==> config.mk <==
export PLATFORM = sky130hd
export DESIGN_NAME = track_best_iou_match_update
export DESIGN_NICKNAME = d
export VERILOG_FILES = /design/src/design/tbim_pkg.sv /design/src/design/tbim_div.sv /design/src/design/tbim_front.sv /design/src/design/tbim_back.sv /design/src/design/track_best_iou_match_update.sv
export SDC_FILE = /design/constraint.sdc
export NUM_CORES = 2
export LEC_CHECK = 0
export ABC_AREA = 1
export BUFFER_PORTS_ARGS = -buffer_cell sky130_fd_sc_hd__clkbuf_2
export CORE_MARGIN = 8
export CORE_UTILIZATION = 45
export DETAILED_ROUTE_END_ITERATION = 10
export GPL_TIMING_DRIVEN = 0
export PLACE_DENSITY = 0.58
export SKIP_CTS_REPAIR_TIMING = 1
export SLEW_MARGIN = 20
export SYNTH_ARGS = -nofsm -noshare
export SYNTH_HDL_FRONTEND = slang
export SYNTH_HIERARCHICAL = 1
export SYNTH_SLANG_ARGS = --single-unit
==> constraint.sdc <==
create_clock -name clk -period 18.4 [get_ports clk]
set_input_delay 5.52 -clock clk [delete_from_list [all_inputs] [get_ports clk]]
set_output_delay 5.52 -clock clk [all_outputs]
set_load 0.01 [all_outputs]
==> src/design/tbim_pkg.sv <==
// Shared types, widths and register codes for the track best-IoU match update block.
package tbim_pkg;

	localparam int COORD_BITS_DEF = 16;
	localparam int FIELD_W        = 16;
	localparam int FRAME_W        = 32;
	localparam int VEL_W          = 27;
	localparam int THR_W          = 16;
	localparam int LIMIT_W        = 16;
	localparam int SPEED_W        = 10;

	localparam int BI_W   = 32;
	localparam int BU_W   = 33;
	localparam int MUL_A_W = 33;
	localparam int MUL_B_W = 16;
	localparam int PROD_W = MUL_A_W + MUL_B_W;
	localparam int ACC_W  = BI_W + BU_W;

	localparam int Q_DEPTH = 2;

	localparam int IN_DATA_W  = 8 * FIELD_W + 2 * FRAME_W;
	localparam int OUT_PAY_W  = 4 * FIELD_W + FRAME_W + 2 * VEL_W;
	localparam int OUT_DATA_W = ((OUT_PAY_W + 7) / 8) * 8;

	localparam int APB_ADDR_W = 4;
	localparam int REG_IDX_W  = 2;
	localparam int APB_DATA_W = 32;

	localparam logic [REG_IDX_W-1:0] REG_IOU_THRESHOLD   = 2'd0;
	localparam logic [REG_IDX_W-1:0] REG_FRAME_GAP_LIMIT = 2'd1;
	localparam logic [REG_IDX_W-1:0] REG_SPEED_MULT      = 2'd2;

	localparam logic [THR_W-1:0]   IOU_THRESHOLD_RST   = 16'd32768;
	localparam logic [LIMIT_W-1:0] FRAME_GAP_LIMIT_RST = 16'd10;
	localparam logic [SPEED_W-1:0] SPEED_MULT_RST      = 10'd100;

	typedef struct packed {
		logic [THR_W-1:0]   iou_threshold;
		logic [LIMIT_W-1:0] frame_gap_limit;
		logic [SPEED_W-1:0] speed_multiplier;
	} tbim_cfg_t;

	typedef struct packed {
		logic               score;
		logic               last;
		logic [FIELD_W-1:0] dx;
		logic [FIELD_W-1:0] dy;
		logic [FIELD_W-1:0] cx;
		logic [FIELD_W-1:0] cy;
		logic [FIELD_W-1:0] cw;
		logic [FIELD_W-1:0] ch;
		logic [FIELD_W-1:0] rx;
		logic [FIELD_W-1:0] ry;
		logic [FIELD_W-1:0] rw;
		logic [FIELD_W-1:0] rh;
		logic [FRAME_W-1:0] gap;
	} tbim_item_t;

endpackage

==> src/design/tbim_div.sv <==
// Restoring divider, one quotient bit per cycle.
module tbim_div #(
	parameter int NUM_W = 26,
	parameter int DEN_W = 32
) (
	input  logic             clk,
	input  logic             arst_n,
	input  logic             start,
	input  logic [NUM_W-1:0] num,
	input  logic [DEN_W-1:0] den,
	output logic             done,
	output logic [NUM_W-1:0] quo
);

	localparam int CNT_W = $clog2(NUM_W + 1);

	logic [DEN_W-1:0] rem_q;
	logic [NUM_W-1:0] quo_q;
	logic [CNT_W-1:0] cnt_q;
	logic             busy_q;
	logic             done_q;
	logic [DEN_W:0]   trial;
	logic             fits;

	assign trial = {rem_q, quo_q[NUM_W-1]};
	assign fits  = trial >= {1'b0, den};

	always_ff @(posedge clk or negedge arst_n) begin
		if (!arst_n) begin
			busy_q <= 1'b0;
			done_q <= 1'b0;
			cnt_q  <= '0;
		end else begin
			done_q <= 1'b0;
			if (start) begin
				busy_q <= 1'b1;
				cnt_q  <= CNT_W'(NUM_W);
			end else if (busy_q) begin
				cnt_q <= cnt_q - 1'b1;
				if (cnt_q == CNT_W'(1)) begin
					busy_q <= 1'b0;
					done_q <= 1'b1;
				end
			end
		end
	end

	always_ff @(posedge clk) begin
		if (start) begin
			rem_q <= '0;
			quo_q <= num;
		end else if (busy_q) begin
			rem_q <= fits ? DEN_W'(trial - {1'b0, den}) : DEN_W'(trial);
			quo_q <= {quo_q[NUM_W-2:0], fits};
		end
	end

	assign done = done_q;
	assign quo  = quo_q;

endmodule

==> src/design/tbim_front.sv <==
// Input side: masks and classifies each item and queues it for the back end.
module tbim_front #(
	parameter int COORD_BITS = tbim_pkg::COORD_BITS_DEF
) (
	input  logic                               clk,
	input  logic                               arst_n,
	input  logic                               s_axis_tvalid,
	output logic                               s_axis_tready,
	input  logic [tbim_pkg::IN_DATA_W-1:0]     s_axis_tdata,
	input  logic                               s_axis_tlast,
	input  logic                               s_axis_tuser,
	output logic                               item_valid,
	output tbim_pkg::tbim_item_t               item,
	input  logic                               item_pop
);

	localparam int FW    = tbim_pkg::FIELD_W;
	localparam int GW    = tbim_pkg::FRAME_W;
	localparam int CW    = (COORD_BITS < FW) ? COORD_BITS : FW;
	localparam int DEPTH = tbim_pkg::Q_DEPTH;
	localparam int PTR_W = (DEPTH > 1) ? $clog2(DEPTH) : 1;
	localparam int CNT_W = $clog2(DEPTH + 1);

	logic [FW-1:0] cx, cy, cw, ch, rx, ry, rw, rh;
	logic [GW-1:0] ref_frame, cur_frame;
	logic [FW:0]   lx, ly, hx, hy, ce, cb, re, rb;
	logic          overlap;
	logic          push;
	tbim_pkg::tbim_item_t entry;

	tbim_pkg::tbim_item_t mem_q [DEPTH];
	logic [PTR_W-1:0]     wr_ptr_q, rd_ptr_q;
	logic [CNT_W-1:0]     count_q;

	assign cx = FW'(s_axis_tdata[0*FW +: CW]);
	assign cy = FW'(s_axis_tdata[1*FW +: CW]);
	assign cw = FW'(s_axis_tdata[2*FW +: CW]);
	assign ch = FW'(s_axis_tdata[3*FW +: CW]);
	assign rx = FW'(s_axis_tdata[4*FW +: CW]);
	assign ry = FW'(s_axis_tdata[5*FW +: CW]);
	assign rw = FW'(s_axis_tdata[6*FW +: CW]);
	assign rh = FW'(s_axis_tdata[7*FW +: CW]);
	assign ref_frame = s_axis_tdata[8*FW +: GW];
	assign cur_frame = s_axis_tdata[8*FW+GW +: GW];

	always_comb begin
		ce = (FW+1)'(cx) + (FW+1)'(cw);
		re = (FW+1)'(rx) + (FW+1)'(rw);
		cb = (FW+1)'(cy) + (FW+1)'(ch);
		rb = (FW+1)'(ry) + (FW+1)'(rh);
		lx = (cx > rx) ? (FW+1)'(cx) : (FW+1)'(rx);
		ly = (cy > ry) ? (FW+1)'(cy) : (FW+1)'(ry);
		hx = (ce < re) ? ce : re;
		hy = (cb < rb) ? cb : rb;
		overlap = (lx <= hx) && (ly <= hy);

		entry.score = s_axis_tuser && overlap;
		entry.last  = s_axis_tlast;
		entry.dx    = FW'(hx - lx);
		entry.dy    = FW'(hy - ly);
		entry.cx    = cx;
		entry.cy    = cy;
		entry.cw    = cw;
		entry.ch    = ch;
		entry.rx    = rx;
		entry.ry    = ry;
		entry.rw    = rw;
		entry.rh    = rh;
		entry.gap   = cur_frame - ref_frame;
	end

	assign s_axis_tready = count_q != CNT_W'(DEPTH);
	assign push          = s_axis_tvalid && s_axis_tready;
	assign item_valid    = count_q != '0;
	assign item          = mem_q[rd_ptr_q];

	always_ff @(posedge clk or negedge arst_n) begin
		if (!arst_n) begin
			wr_ptr_q <= '0;
			rd_ptr_q <= '0;
			count_q  <= '0;
		end else begin
			if (push) begin
				wr_ptr_q <= (wr_ptr_q == PTR_W'(DEPTH - 1)) ? '0 : wr_ptr_q + 1'b1;
			end
			if (item_pop) begin
				rd_ptr_q <= (rd_ptr_q == PTR_W'(DEPTH - 1)) ? '0 : rd_ptr_q + 1'b1;
			end
			if (push && !item_pop) begin
				count_q <= count_q + 1'b1;
			end else if (!push && item_pop) begin
				count_q <= count_q - 1'b1;
			end
		end
	end

	always_ff @(posedge clk) begin
		if (push) begin
			mem_q[wr_ptr_q] <= entry;
		end
	end

endmodule

==> src/design/tbim_back.sv <==
// Back end: scores queued items with a shared multiplier and builds the result.
module tbim_back #(
	parameter int COORD_BITS = tbim_pkg::COORD_BITS_DEF
) (
	input  logic                              clk,
	input  logic                              arst_n,
	input  logic                              item_valid,
	input  tbim_pkg::tbim_item_t              item,
	output logic                              item_pop,
	input  tbim_pkg::tbim_cfg_t               cfg,
	output logic                              m_axis_tvalid,
	input  logic                              m_axis_tready,
	output logic [tbim_pkg::OUT_DATA_W-1:0]   m_axis_tdata,
	output logic                              m_axis_tuser
);

	localparam int FW    = tbim_pkg::FIELD_W;
	localparam int CW    = (COORD_BITS < FW) ? COORD_BITS : FW;
	localparam int AW    = tbim_pkg::MUL_A_W;
	localparam int BW    = tbim_pkg::MUL_B_W;
	localparam int PW    = tbim_pkg::PROD_W;
	localparam int ACW   = tbim_pkg::ACC_W;
	localparam int IW    = tbim_pkg::BI_W;
	localparam int UW    = tbim_pkg::BU_W;
	localparam int GW    = tbim_pkg::FRAME_W;
	localparam int VW    = tbim_pkg::VEL_W;
	localparam int TW    = tbim_pkg::THR_W;
	localparam int NUM_W = CW + tbim_pkg::SPEED_W;
	localparam int PAD_W = tbim_pkg::OUT_DATA_W - tbim_pkg::OUT_PAY_W;
	localparam int SCORE_STEPS = 8;
	localparam int STEP_W = $clog2(SCORE_STEPS);

	typedef enum logic [7:0] {
		ST_IDLE  = 8'b00000001,
		ST_SCORE = 8'b00000010,
		ST_THR   = 8'b00000100,
		ST_CHK   = 8'b00001000,
		ST_VMUL  = 8'b00010000,
		ST_VLOAD = 8'b00100000,
		ST_VDIV  = 8'b01000000,
		ST_EMIT  = 8'b10000000
	} tbim_state_t;

	tbim_state_t          state_q;
	tbim_pkg::tbim_item_t cur_q;
	logic [STEP_W-1:0]    step_q;
	logic                 axis_q;

	logic [PW-1:0]  prod_q;
	logic [IW-1:0]  inter_q;
	logic [UW-1:0]  area_q;
	logic [UW-1:0]  uni_q;
	logic [ACW-1:0] lhs_q;
	logic [ACW-1:0] rhs_q;

	logic [IW-1:0]  best_inter_q;
	logic [UW-1:0]  best_union_q;
	logic [FW-1:0]  best_x_q, best_y_q, best_w_q, best_h_q;

	logic           matched_q;
	logic [FW-1:0]  mag_x_q, mag_y_q;
	logic           neg_x_q, neg_y_q;
	logic [VW-1:0]  vel_x_q, vel_y_q;

	logic                              out_valid_q;
	logic [tbim_pkg::OUT_DATA_W-1:0]   out_data_q;
	logic                              out_user_q;

	logic [AW-1:0]  mul_a;
	logic [BW-1:0]  mul_b;
	logic           better;
	logic           pass;
	logic           div_start;
	logic           div_done;
	logic [NUM_W-1:0] div_quo;
	logic [VW-1:0]  vel_now;
	logic           out_free;

	always_comb begin
		mul_a = '0;
		mul_b = '0;
		case (state_q)
			ST_SCORE: begin
				case (step_q)
					3'd0: begin
						mul_a = AW'(cur_q.dx);
						mul_b = cur_q.dy;
					end
					3'd1: begin
						mul_a = AW'(cur_q.cw);
						mul_b = cur_q.ch;
					end
					3'd2: begin
						mul_a = AW'(cur_q.rw);
						mul_b = cur_q.rh;
					end
					3'd3: begin
						mul_a = best_union_q;
						mul_b = inter_q[BW-1:0];
					end
					3'd4: begin
						mul_a = best_union_q;
						mul_b = inter_q[IW-1:BW];
					end
					3'd5: begin
						mul_a = uni_q;
						mul_b = best_inter_q[BW-1:0];
					end
					3'd6: begin
						mul_a = uni_q;
						mul_b = best_inter_q[IW-1:BW];
					end
					default: begin
						mul_a = '0;
						mul_b = '0;
					end
				endcase
			end
			ST_THR: begin
				mul_a = best_union_q;
				mul_b = BW'(cfg.iou_threshold);
			end
			ST_VMUL: begin
				mul_a = AW'(axis_q ? mag_y_q : mag_x_q);
				mul_b = BW'(cfg.speed_multiplier);
			end
			default: begin
				mul_a = '0;
				mul_b = '0;
			end
		endcase
	end

	assign better = (uni_q != '0) && (lhs_q > (rhs_q + (ACW'(prod_q) << BW)));
	assign pass   = (PW'({best_inter_q, {TW{1'b0}}}) > prod_q) &&
	                (cur_q.gap < GW'(cfg.frame_gap_limit));
	assign item_pop  = (state_q == ST_IDLE) && item_valid;
	assign div_start = state_q == ST_VLOAD;
	assign out_free  = !out_valid_q || m_axis_tready;

	always_comb begin
		if (axis_q ? neg_y_q : neg_x_q) begin
			vel_now = VW'(0) - VW'(div_quo);
		end else begin
			vel_now = VW'(div_quo);
		end
	end

	tbim_div #(
		.NUM_W(NUM_W),
		.DEN_W(GW)
	) u_div (
		.clk   (clk),
		.arst_n(arst_n),
		.start (div_start),
		.num   (prod_q[NUM_W-1:0]),
		.den   (cur_q.gap),
		.done  (div_done),
		.quo   (div_quo)
	);

	always_ff @(posedge clk or negedge arst_n) begin
		if (!arst_n) begin
			state_q      <= ST_IDLE;
			step_q       <= '0;
			axis_q       <= 1'b0;
			out_valid_q  <= 1'b0;
			best_inter_q <= '0;
			best_union_q <= UW'(1);
			best_x_q     <= '0;
			best_y_q     <= '0;
			best_w_q     <= '0;
			best_h_q     <= '0;
		end else begin
			if ((state_q == ST_EMIT) && out_free) begin
				out_valid_q <= 1'b1;
			end else if (m_axis_tready) begin
				out_valid_q <= 1'b0;
			end
			case (state_q)
				ST_IDLE: begin
					step_q <= '0;
					if (item_valid) begin
						if (item.score) begin
							state_q <= ST_SCORE;
						end else if (item.last) begin
							state_q <= ST_THR;
						end
					end
				end
				ST_SCORE: begin
					step_q <= step_q + 1'b1;
					if (step_q == STEP_W'(SCORE_STEPS - 1)) begin
						if (better) begin
							best_inter_q <= inter_q;
							best_union_q <= uni_q;
							best_x_q     <= cur_q.cx;
							best_y_q     <= cur_q.cy;
							best_w_q     <= cur_q.cw;
							best_h_q     <= cur_q.ch;
						end
						state_q <= cur_q.last ? ST_THR : ST_IDLE;
					end
				end
				ST_THR: begin
					state_q <= ST_CHK;
				end
				ST_CHK: begin
					axis_q <= 1'b0;
					if (pass && (cur_q.gap != '0)) begin
						state_q <= ST_VMUL;
					end else begin
						state_q <= ST_EMIT;
					end
				end
				ST_VMUL: begin
					state_q <= ST_VLOAD;
				end
				ST_VLOAD: begin
					state_q <= ST_VDIV;
				end
				ST_VDIV: begin
					if (div_done) begin
						if (axis_q) begin
							state_q <= ST_EMIT;
						end else begin
							axis_q  <= 1'b1;
							state_q <= ST_VMUL;
						end
					end
				end
				ST_EMIT: begin
					if (out_free) begin
						best_inter_q <= '0;
						best_union_q <= UW'(1);
						best_x_q     <= '0;
						best_y_q     <= '0;
						best_w_q     <= '0;
						best_h_q     <= '0;
						state_q      <= ST_IDLE;
					end
				end
				default: begin
					state_q <= ST_IDLE;
				end
			endcase
		end
	end

	always_ff @(posedge clk) begin
		prod_q <= PW'(mul_a) * PW'(mul_b);
		if (item_pop) begin
			cur_q <= item;
		end
		if (state_q == ST_SCORE) begin
			case (step_q)
				3'd1: inter_q <= prod_q[IW-1:0];
				3'd2: area_q  <= prod_q[UW-1:0];
				3'd3: uni_q   <= area_q + prod_q[UW-1:0] - UW'(inter_q);
				3'd4: lhs_q   <= ACW'(prod_q);
				3'd5: lhs_q   <= lhs_q + (ACW'(prod_q) << BW);
				3'd6: rhs_q   <= ACW'(prod_q);
				default: begin
				end
			endcase
		end
		if (state_q == ST_CHK) begin
			matched_q <= pass;
			neg_x_q   <= best_x_q < cur_q.rx;
			neg_y_q   <= best_y_q < cur_q.ry;
			mag_x_q   <= (best_x_q < cur_q.rx) ? cur_q.rx - best_x_q : best_x_q - cur_q.rx;
			mag_y_q   <= (best_y_q < cur_q.ry) ? cur_q.ry - best_y_q : best_y_q - cur_q.ry;
			vel_x_q   <= '0;
			vel_y_q   <= '0;
		end
		if ((state_q == ST_VDIV) && div_done) begin
			if (axis_q) begin
				vel_y_q <= vel_now;
			end else begin
				vel_x_q <= vel_now;
			end
		end
		if ((state_q == ST_EMIT) && out_free) begin
			out_user_q <= matched_q;
			if (matched_q) begin
				out_data_q <= {{PAD_W{1'b0}}, vel_y_q, vel_x_q, cur_q.gap,
				               best_h_q, best_w_q, best_y_q, best_x_q};
			end else begin
				out_data_q <= {{PAD_W{1'b0}}, {(2*VW){1'b0}}, cur_q.gap, {(4*FW){1'b0}}};
			end
		end
	end

	assign m_axis_tvalid = out_valid_q;
	assign m_axis_tdata  = out_data_q;
	assign m_axis_tuser  = out_user_q;

endmodule

==> src/design/track_best_iou_match_update.sv <==
// Top level of the track best-IoU match update block.
// Candidate items for one track enter on the s_axis stream; each repeats the
// track's last box and frame. The item with tlast high closes the track and
// yields exactly one result item on m_axis; other items yield none.
// Registers on the APB port: 0x0 IoU threshold (Q0.16), 0x4 frame gap limit,
// 0x8 speed multiplier. Write them only while no track is in flight.
// A scored candidate needs seven products on the single 33x16 multiplier and
// the final compare. A closing item that is matched with a nonzero gap also
// runs the one-bit-per-cycle divider (NUM_W = min(COORD_BITS,16)+10) once
// per velocity axis.
// A two-entry queue sits between input and scoring, so input is taken while
// the back end works. The result sits in an output register; while it is
// not taken, the next track's candidates are still scored, and the block
// holds only when a further result is ready.
// Reset clears the queue, the running best and the output valid, and loads
// the register defaults (threshold 0.5, gap limit 10, multiplier 100).
module track_best_iou_match_update #(
	parameter int COORD_BITS = tbim_pkg::COORD_BITS_DEF
) (
	input  logic                                clk,
	input  logic                                arst_n,
	input  logic                                s_axis_tvalid,
	output logic                                s_axis_tready,
	// cand_x, cand_y, cand_w, cand_h, ref_x, ref_y, ref_w, ref_h, ref_frame, cur_frame
	input  logic [tbim_pkg::IN_DATA_W-1:0]      s_axis_tdata,
	input  logic                                s_axis_tlast,
	// cand_valid
	input  logic                                s_axis_tuser,
	output logic                                m_axis_tvalid,
	input  logic                                m_axis_tready,
	// new_x, new_y, new_w, new_h, frame_gap, vel_x, vel_y, zero pad
	output logic [tbim_pkg::OUT_DATA_W-1:0]     m_axis_tdata,
	// matched
	output logic                                m_axis_tuser,
	input  logic                                psel,
	input  logic                                penable,
	input  logic                                pwrite,
	input  logic [tbim_pkg::APB_ADDR_W-1:0]     paddr,
	input  logic [tbim_pkg::APB_DATA_W-1:0]     pwdata,
	output logic [tbim_pkg::APB_DATA_W-1:0]     prdata,
	output logic                                pready
);

	localparam int DW = tbim_pkg::APB_DATA_W;
	localparam int XW = tbim_pkg::REG_IDX_W;

	tbim_pkg::tbim_cfg_t  cfg_q;
	tbim_pkg::tbim_item_t item;
	logic                 item_valid;
	logic                 item_pop;
	logic                 wr_en;
	logic [XW-1:0]        reg_idx;

	assign pready  = 1'b1;
	assign wr_en   = psel && penable && pwrite && pready;
	assign reg_idx = paddr[XW+1:2];

	always_ff @(posedge clk or negedge arst_n) begin
		if (!arst_n) begin
			cfg_q.iou_threshold    <= tbim_pkg::IOU_THRESHOLD_RST;
			cfg_q.frame_gap_limit  <= tbim_pkg::FRAME_GAP_LIMIT_RST;
			cfg_q.speed_multiplier <= tbim_pkg::SPEED_MULT_RST;
		end else if (wr_en) begin
			case (reg_idx)
				tbim_pkg::REG_IOU_THRESHOLD:
					cfg_q.iou_threshold <= pwdata[tbim_pkg::THR_W-1:0];
				tbim_pkg::REG_FRAME_GAP_LIMIT:
					cfg_q.frame_gap_limit <= pwdata[tbim_pkg::LIMIT_W-1:0];
				tbim_pkg::REG_SPEED_MULT:
					cfg_q.speed_multiplier <= pwdata[tbim_pkg::SPEED_W-1:0];
				default: begin
				end
			endcase
		end
	end

	always_comb begin
		case (reg_idx)
			tbim_pkg::REG_IOU_THRESHOLD:   prdata = DW'(cfg_q.iou_threshold);
			tbim_pkg::REG_FRAME_GAP_LIMIT: prdata = DW'(cfg_q.frame_gap_limit);
			tbim_pkg::REG_SPEED_MULT:      prdata = DW'(cfg_q.speed_multiplier);
			default:                       prdata = '0;
		endcase
	end

	tbim_front #(
		.COORD_BITS(COORD_BITS)
	) u_front (
		.clk          (clk),
		.arst_n       (arst_n),
		.s_axis_tvalid(s_axis_tvalid),
		.s_axis_tready(s_axis_tready),
		.s_axis_tdata (s_axis_tdata),
		.s_axis_tlast (s_axis_tlast),
		.s_axis_tuser (s_axis_tuser),
		.item_valid   (item_valid),
		.item         (item),
		.item_pop     (item_pop)
	);

	tbim_back #(
		.COORD_BITS(COORD_BITS)
	) u_back (
		.clk          (clk),
		.arst_n       (arst_n),
		.item_valid   (item_valid),
		.item         (item),
		.item_pop     (item_pop),
		.cfg          (cfg_q),
		.m_axis_tvalid(m_axis_tvalid),
		.m_axis_tready(m_axis_tready),
		.m_axis_tdata (m_axis_tdata),
		.m_axis_tuser (m_axis_tuser)
	);

	a_unmatched_zero: assert property (@(posedge clk) disable iff (!arst_n)
		m_axis_tvalid && !m_axis_tuser |->
			m_axis_tdata[63:0] == '0 && m_axis_tdata[149:96] == '0)
		else $error("unmatched result carries a box or velocity");

	a_zero_gap_still: assert property (@(posedge clk) disable iff (!arst_n)
		m_axis_tvalid && m_axis_tdata[95:64] == '0 |-> m_axis_tdata[149:96] == '0)
		else $error("zero frame gap with nonzero velocity");

	a_match_gap: assert property (@(posedge clk) disable iff (!arst_n)
		m_axis_tvalid && m_axis_tuser |->
			m_axis_tdata[95:64] < tbim_pkg::FRAME_W'(cfg_q.frame_gap_limit))
		else $error("match reported with frame gap at or over the limit");

	a_no_pop_empty: assert property (@(posedge clk) disable iff (!arst_n)
		item_pop |-> item_valid)
		else $error("back end took an item from an empty queue");

endmodule

======== After elaboration in Yosys (flattened, before gate mapping) ========
Memory sizes are Yosys's and may differ from the RTL's.
Cells that the tools add are included.
Widths: inputs -> output; s select.
word-level totals
  memories kept ........................... 1
  logic and storage cells ................. 227
  output and inout port bits .............. 188
  input bits .............................. 237
  register bits ........................... 949
  bits in writable memories ............... 388
memory list
  memory         depth  bits a word  rd ports  clocked after Yosys merged registers in  wr ports  RTL line          RTL
  u_front.mem_q  2      194          1         0                                        1         tbim_front.sv:31  tbim_pkg::tbim_item_t mem_q [DEPTH];
operators by class
  eq/ne operators ......................... 25
  multiply operators ...................... 1
  magnitude comparators ................... 12
  add/subtract/negate cells ............... 23
  mux-type cells .......................... 74
  reductions and logical operators ........ 42
operator list
  cell              number
  $mux 16           14
  $mux 27           7
  $pmux 33 s5       1
  $pmux 65 s2       1
  $mux 32           4
  $pmux 16 s2       4
  $pmux 16 s7       1
  $mux 33           3
  $pmux 33 s3       1
  $pmux 16 s3       2
  $sub 16x16->16    6
  $add 16x16->17    4
  $pmux 33 s2       1
  $add 49x65->65    1
  $add 65x65->65    1
  $gt 65x65->1      1
  $mux 8            8
  $pmux 32 s2       1
  $pmux 8 s8        1
  $sub 32x32->32    2
  $mux 26           2
  $gt 48x49->1      1
  $mul 33x16->49    1
  $le 16x17->1      2
  other kinds (49)  107

======== Logic depth before layout (Yosys ltp) ========
  depth in word-level cells ............... 6
  depth in mapped cells ................... 40
  depth with buffers taken out ............ 38

======== Modules after synthesis ========
Netlist, hierarchy kept.
modules (own cells, without submodules)
  module                       area each (um2)  instances  cells an instance  sequential area each (um2)
  tbim_back                    64602.0          1          7664               23364.9
  tbim_front                   23179.7          1          2107               11751.3
  tbim_div                     5564.1           1          905                1596.5
  track_best_iou_match_update  2100.8           1          270                1058.5

======== Worst setup path after synthesis ========
Ideal clock, no wire load.
  path kind ............................... input to register
  from .................................... input s_axis_tvalid
  to ...................................... memory u_front/mem_q[1][0] (netlist name), enable pin
  cell stages on the path ................. 2
  setup time .............................. 752 ps
  path buffers ............................ 0
  path slack .............................. 3973 ps
  data required time ...................... 17648 ps
  data arrival time ....................... 13674 ps
  cells stage by stage .................... nand2_1 -> nor2_1
on the way
  word-level cells in the longest chain between the ends .. 3
ends and longest elaborated chain
  item                          RTL line                           RTL
  start: declaration            track_best_iou_match_update.sv:22  input logic s_axis_tvalid,
  $logic_and 1x1->1             tbim_front.sv:73                   assign push = s_axis_tvalid && s_axis_tready;
  $mux 1                        tbim_front.sv:98                   if (push) begin
  $mux 1 (not written as such)  tbim_front.sv:99                   mem_q[wr_ptr_q] <= entry;
  end: declaration              tbim_front.sv:31
Every way passes these cells.

======== Worst setup path after layout ========
  from .................................... input paddr[2] (netlist name)
  to ...................................... output prdata[1] (netlist name)
on the way
  word-level cells in the longest chain between the ends .. 2
  elaborated cells on any way between the ends .. 4
  those cells by class .................... eq/ne: 2; mux: 1; reduce/logical: 1
ends and longest elaborated chain
  item                                      RTL line                           RTL
  start: declaration                        track_best_iou_match_update.sv:38  input logic [tbim_pkg::APB_ADDR_W-1:0] paddr,
  $eq 2x2->1, or another cell as far along  track_best_iou_match_update.sv:78  case (reg_idx)
  $pmux 16 s3 (*)                           track_best_iou_match_update.sv:78
  end: declaration                          track_best_iou_match_update.sv:40  output logic [tbim_pkg::APB_DATA_W-1:0] prdata,
Mark *: on every way between the ends. The rest lies on a longest branch, timed or not.

==> impl_metrics.csv <==
group,metric,value,unit
yosys,ys_seq_area_share,39.6,%
power,p_per_area,130,nW/um2
placement,gp_congestion,0.980,
routing,vias_per_cell,5.34,
sta,period_minus_slack,12.07,ns
run,drv_cap,0,
power,clock_power_share,22.2,%
outcome,outcome,"finished, final reports clean",
routing,drt_wl_total,330000,um
finish,filler_cell_count,20200,
die,die_h,477,um
clocking,clock-sinks,1335,
power,switching_share,42.7,%
finish,drive_gt1_share,11.2,%
grt,grt-ovfl-total,0,
power,power_leakage,51.7,nW
yosys,syn_avg_cell_area,8.72,um2
sta,tns,0,ns
yosys,syn_inst,10900,
sta,timing.hold.ws,0.462,ns
power,power_switching,0.00598,W
placement,port_buffers,387,
die,initial_core_util,45.1,%
yosys,synthSimpleGateAreaFrac,18.5,%
yosys,syn_area,95400,um2
setup_path,worst_path_max_delay_cell,"buf_2",
yosys,synthAdderAreaFrac,18.8,%
power,p_seq_share,33.7,%
die,core_area,211000,um2
power,p_comb_share,44.0,%
power,vdd_drop_max,104,uV
setup_path,critPathBufInv,5,
grt,track_usage,28.1,%
finish,postLayoutCoreUtil,50.8,%
clocking,cts-root-buf,"clkbuf_16",
yosys,synthFlopType,"edfxtp_1",
setup_path,critPathMaxStageDelay,0.21,ns
clocking,clk-insertion-delay-late,0.84,ns
clocking,cts.clk_slew.worst_paths,0.06,ns
clocking,numCtsBuffers,154,
power,p_int,0.00803,W
yosys,synthMuxAreaShare,2.29,%
yosys,async_flop_share,14.6,%
routing,wl_per_cell,22.7,um
hold_path,whs_endpoint,"u_back/best_union_q[0]",
setup_path,worstPathArrival,6.55,ns
yosys,synth_cell_type_count,80,
yosys,ys_warn_count,6,
setup_path,startpoint_type,"input pin",
finish,syn2layout_area_growth,12.6,%
setup_path,reg2reg_depth,34,
setup_path,path_cells,"clkbuf_2 -> inv_1 -> nand2_1 -> inv_1 -> buf_2 -> nand2_1 -> nand3_1 -> clkbuf_2",
sta,worstMarginPinSlew,1.17,ns
yosys,synthXorXnorAreaFrac,3.26,%
setup_path,crit_fanout,10,
sta,post-route-period-util,65.6,%
routing,vias,77600,
sta,slew_violations,0,
clocking,clk_path_buf_depth,3,
setup_path,r2r_start,"u_back/step_q[1]",
yosys,synth_compound_area_share,7.88,%
sta,fin_skew,0.0405,ns
grt,grt_max_degree,76,
sta,final-hold-violation-count,0,
hold_path,whs_path_depth,2,
clocking,h-tree-depth,4,
yosys,ys_ff_latch,1335,
setup_path,crit_required,12.88,ns
placement,dp_slack,6.32,ns
routing,first_iter_violations,6915,
finish,num-nets-final,13000,
die,die_x,477,um
yosys,synth_edf_count,1005,
clocking,cts_tree,"yes",
grt,grt_pass1_wl,486000,um
hold_path,hold_start,"u_back/best_union_q[0]",
setup_path,critPathCaptureType,"primary output",
sta,setup_ws,6.33,ns
hold_path,hold_class,"reg2reg",
die,rows,169,
sta,slew_headroom,20.9,%
sta,rsz0062_at_grt,"no",
yosys,synth_top_family_by_area,"adder cells",
setup_path,cp_top_family,"buffers and inverters",
setup_path,critPathKind,"in2out",
setup_path,reg2reg_slack,8.38,ns
placement,hpwl,267000,um
routing,drc,0,
die,die-area,227000,um2
routing,dr.pass1.iters,6,
setup_path,reg2reg_to,"u_back/prod_q[35]",
grt,antenna_found_initial,18,
sta,fmax,82.9,MHz
die,io_pins,425,
sta,setup_viol,0,
routing,ant_nets,0,
grt,grt_pass1_vias,77300,
==> final cells by class <==
type	count	area [um2]	area share (%)
timing repair buffer	447	3120	2.90
tap	2821	3530	3.28
sequential	1335	37800	35.1
clock buffer	199	4190	3.90
buffer	313	1610	1.49
multi-input combinational	7284	48700	45.3
clock inverter	89	957	0.890
inverter	2030	7630	7.09
antenna	8	20.0	0.0186
==> sequential cells by signal, indices dropped and copies added (netlist names), 8 cells and up <==
| name | flops |
|---|---|
| u_back/best_w_q | 16 |
| u_back/best_h_q | 16 |
| u_back/inter_q | 32 |
| u_front/mem_q | 388 |
| u_back/best_x_q | 16 |
| u_back/cur_q | 193 |
| u_back/area_q | 33 |
| u_back/mag_y_q | 16 |
| u_back/best_union_q | 33 |
| u_back/u_div/quo | 26 |
| u_back/best_y_q | 16 |
| u_back/rhs_q | 49 |
| u_back/vel_y_q | 27 |
| u_back/uni_q | 33 |
| u_back/vel_x_q | 27 |
| u_back/mag_x_q | 16 |
| u_back/prod_q | 49 |
| cfg_q | 42 |
| u_back/u_div/rem_q | 32 |
| u_back/state_q | 8 |
| u_back/m_axis_tdata | 150 |
| u_back/lhs_q | 65 |
| u_back/best_inter_q | 32 |
==> logic make-up after synthesis <==
family | count (synthesis)
flops | 1335
mux | 194
other cells | 3
buf+inv | 2343
simple gates | 4314
compound gates | 1254
fa+ha+maj | 1148
xor+xnor | 355
==> power groups by stage <==
| stage | clock, W | combinational, W | sequential (W) |
|---|---|---|---|
| after floorplan | 0 | 0.00394 | 0.00468 |
| after global placement | 0 | 0.00585 | 0.00502 |
| after detailed placement | 0 | 0.00608 | 0.00477 |
| after CTS | 0.00318 | 0.00612 | 0.00472 |
| after global routing | 0.00328 | 0.00676 | 0.00477 |
| final | 0.00311 | 0.00617 | 0.00473 |
==> placed cells by master (no fill, tap or decap), types with 135 or more instances in the layout <==
cell type and n:
clkbuf_1 137, nor2_1 820, inv_1 1959, xor2_1 226, nand2_1 2687, ha_1 670, clkbuf_2 393, nand3_1 495
fa_1 478, edfxtp_1 1005, dfrtp_1 187, o21ai_0 346, dfxtp_1 135, buf_2 143, mux2_2 194, a21oi_1 491
clkbuf_16 158
==> synth_stat cells, drive strengths merged, types with 194 or more instances <==
cell type / count / share of area (%)
buf: 202 / 1.2
o21ai: 408 / 2.2
mux2: 194 / 2.3
fa: 478 / 10
edfxtp: 1005 / 32
nand2: 2721 / 11
inv: 2027 / 8.0
nand3: 498 / 2.6
nor2: 852 / 3.5
ha: 670 / 8.8
xor2: 226 / 2.1
a21oi: 495 / 2.6
==> metal layers <==
metal	vias to the layer above	GRT usage (%)	part of all wire, %	wire length, um
met1	37800	37.1	42	139000
met3	587	5.24	7.3	24100
met5	-	0	0.0064	21
met2	2925	46.0	46	153000
li1	36300	-	-	-
met4	4	11.0	4.3	14100
==> through the flow <==
step	instance area (um2)	instances	power, W
CTS	107000	14500	0.0140
global route	107000	14500	0.0148
detailed placement	102000	14200	0.0109
floorplan	95500	11000	0.00862
global placement	101000	14200	0.0109
finish	108000	14500	0.0140
==> how the worst max path moves through the flow <==
stage / startpoint / end / slack [ns] / depth (start not counted)
after floorplan: s_axis_tvalid / u_front/mem_q[1][0] / 3.97 / 2
after global placement: s_axis_tvalid / u_front/mem_q[0][111] / -1.98 / 3
after detailed placement: paddr[3] / prdata[6] / 6.32 / 6
after CTS: paddr[3] / prdata[6] / 6.32 / 6
after global routing: paddr[3] / prdata[8] / 6.24 / 6
final: paddr[2] / prdata[1] / 6.33 / 8
==> tightest hold or removal path, cell delays in order, from the launching register on <==
cell	delay [ns]
dfstp_2	0.37
nand2_1	0.05
nand2_1	0.04
(Power assumes the default switching activity.)
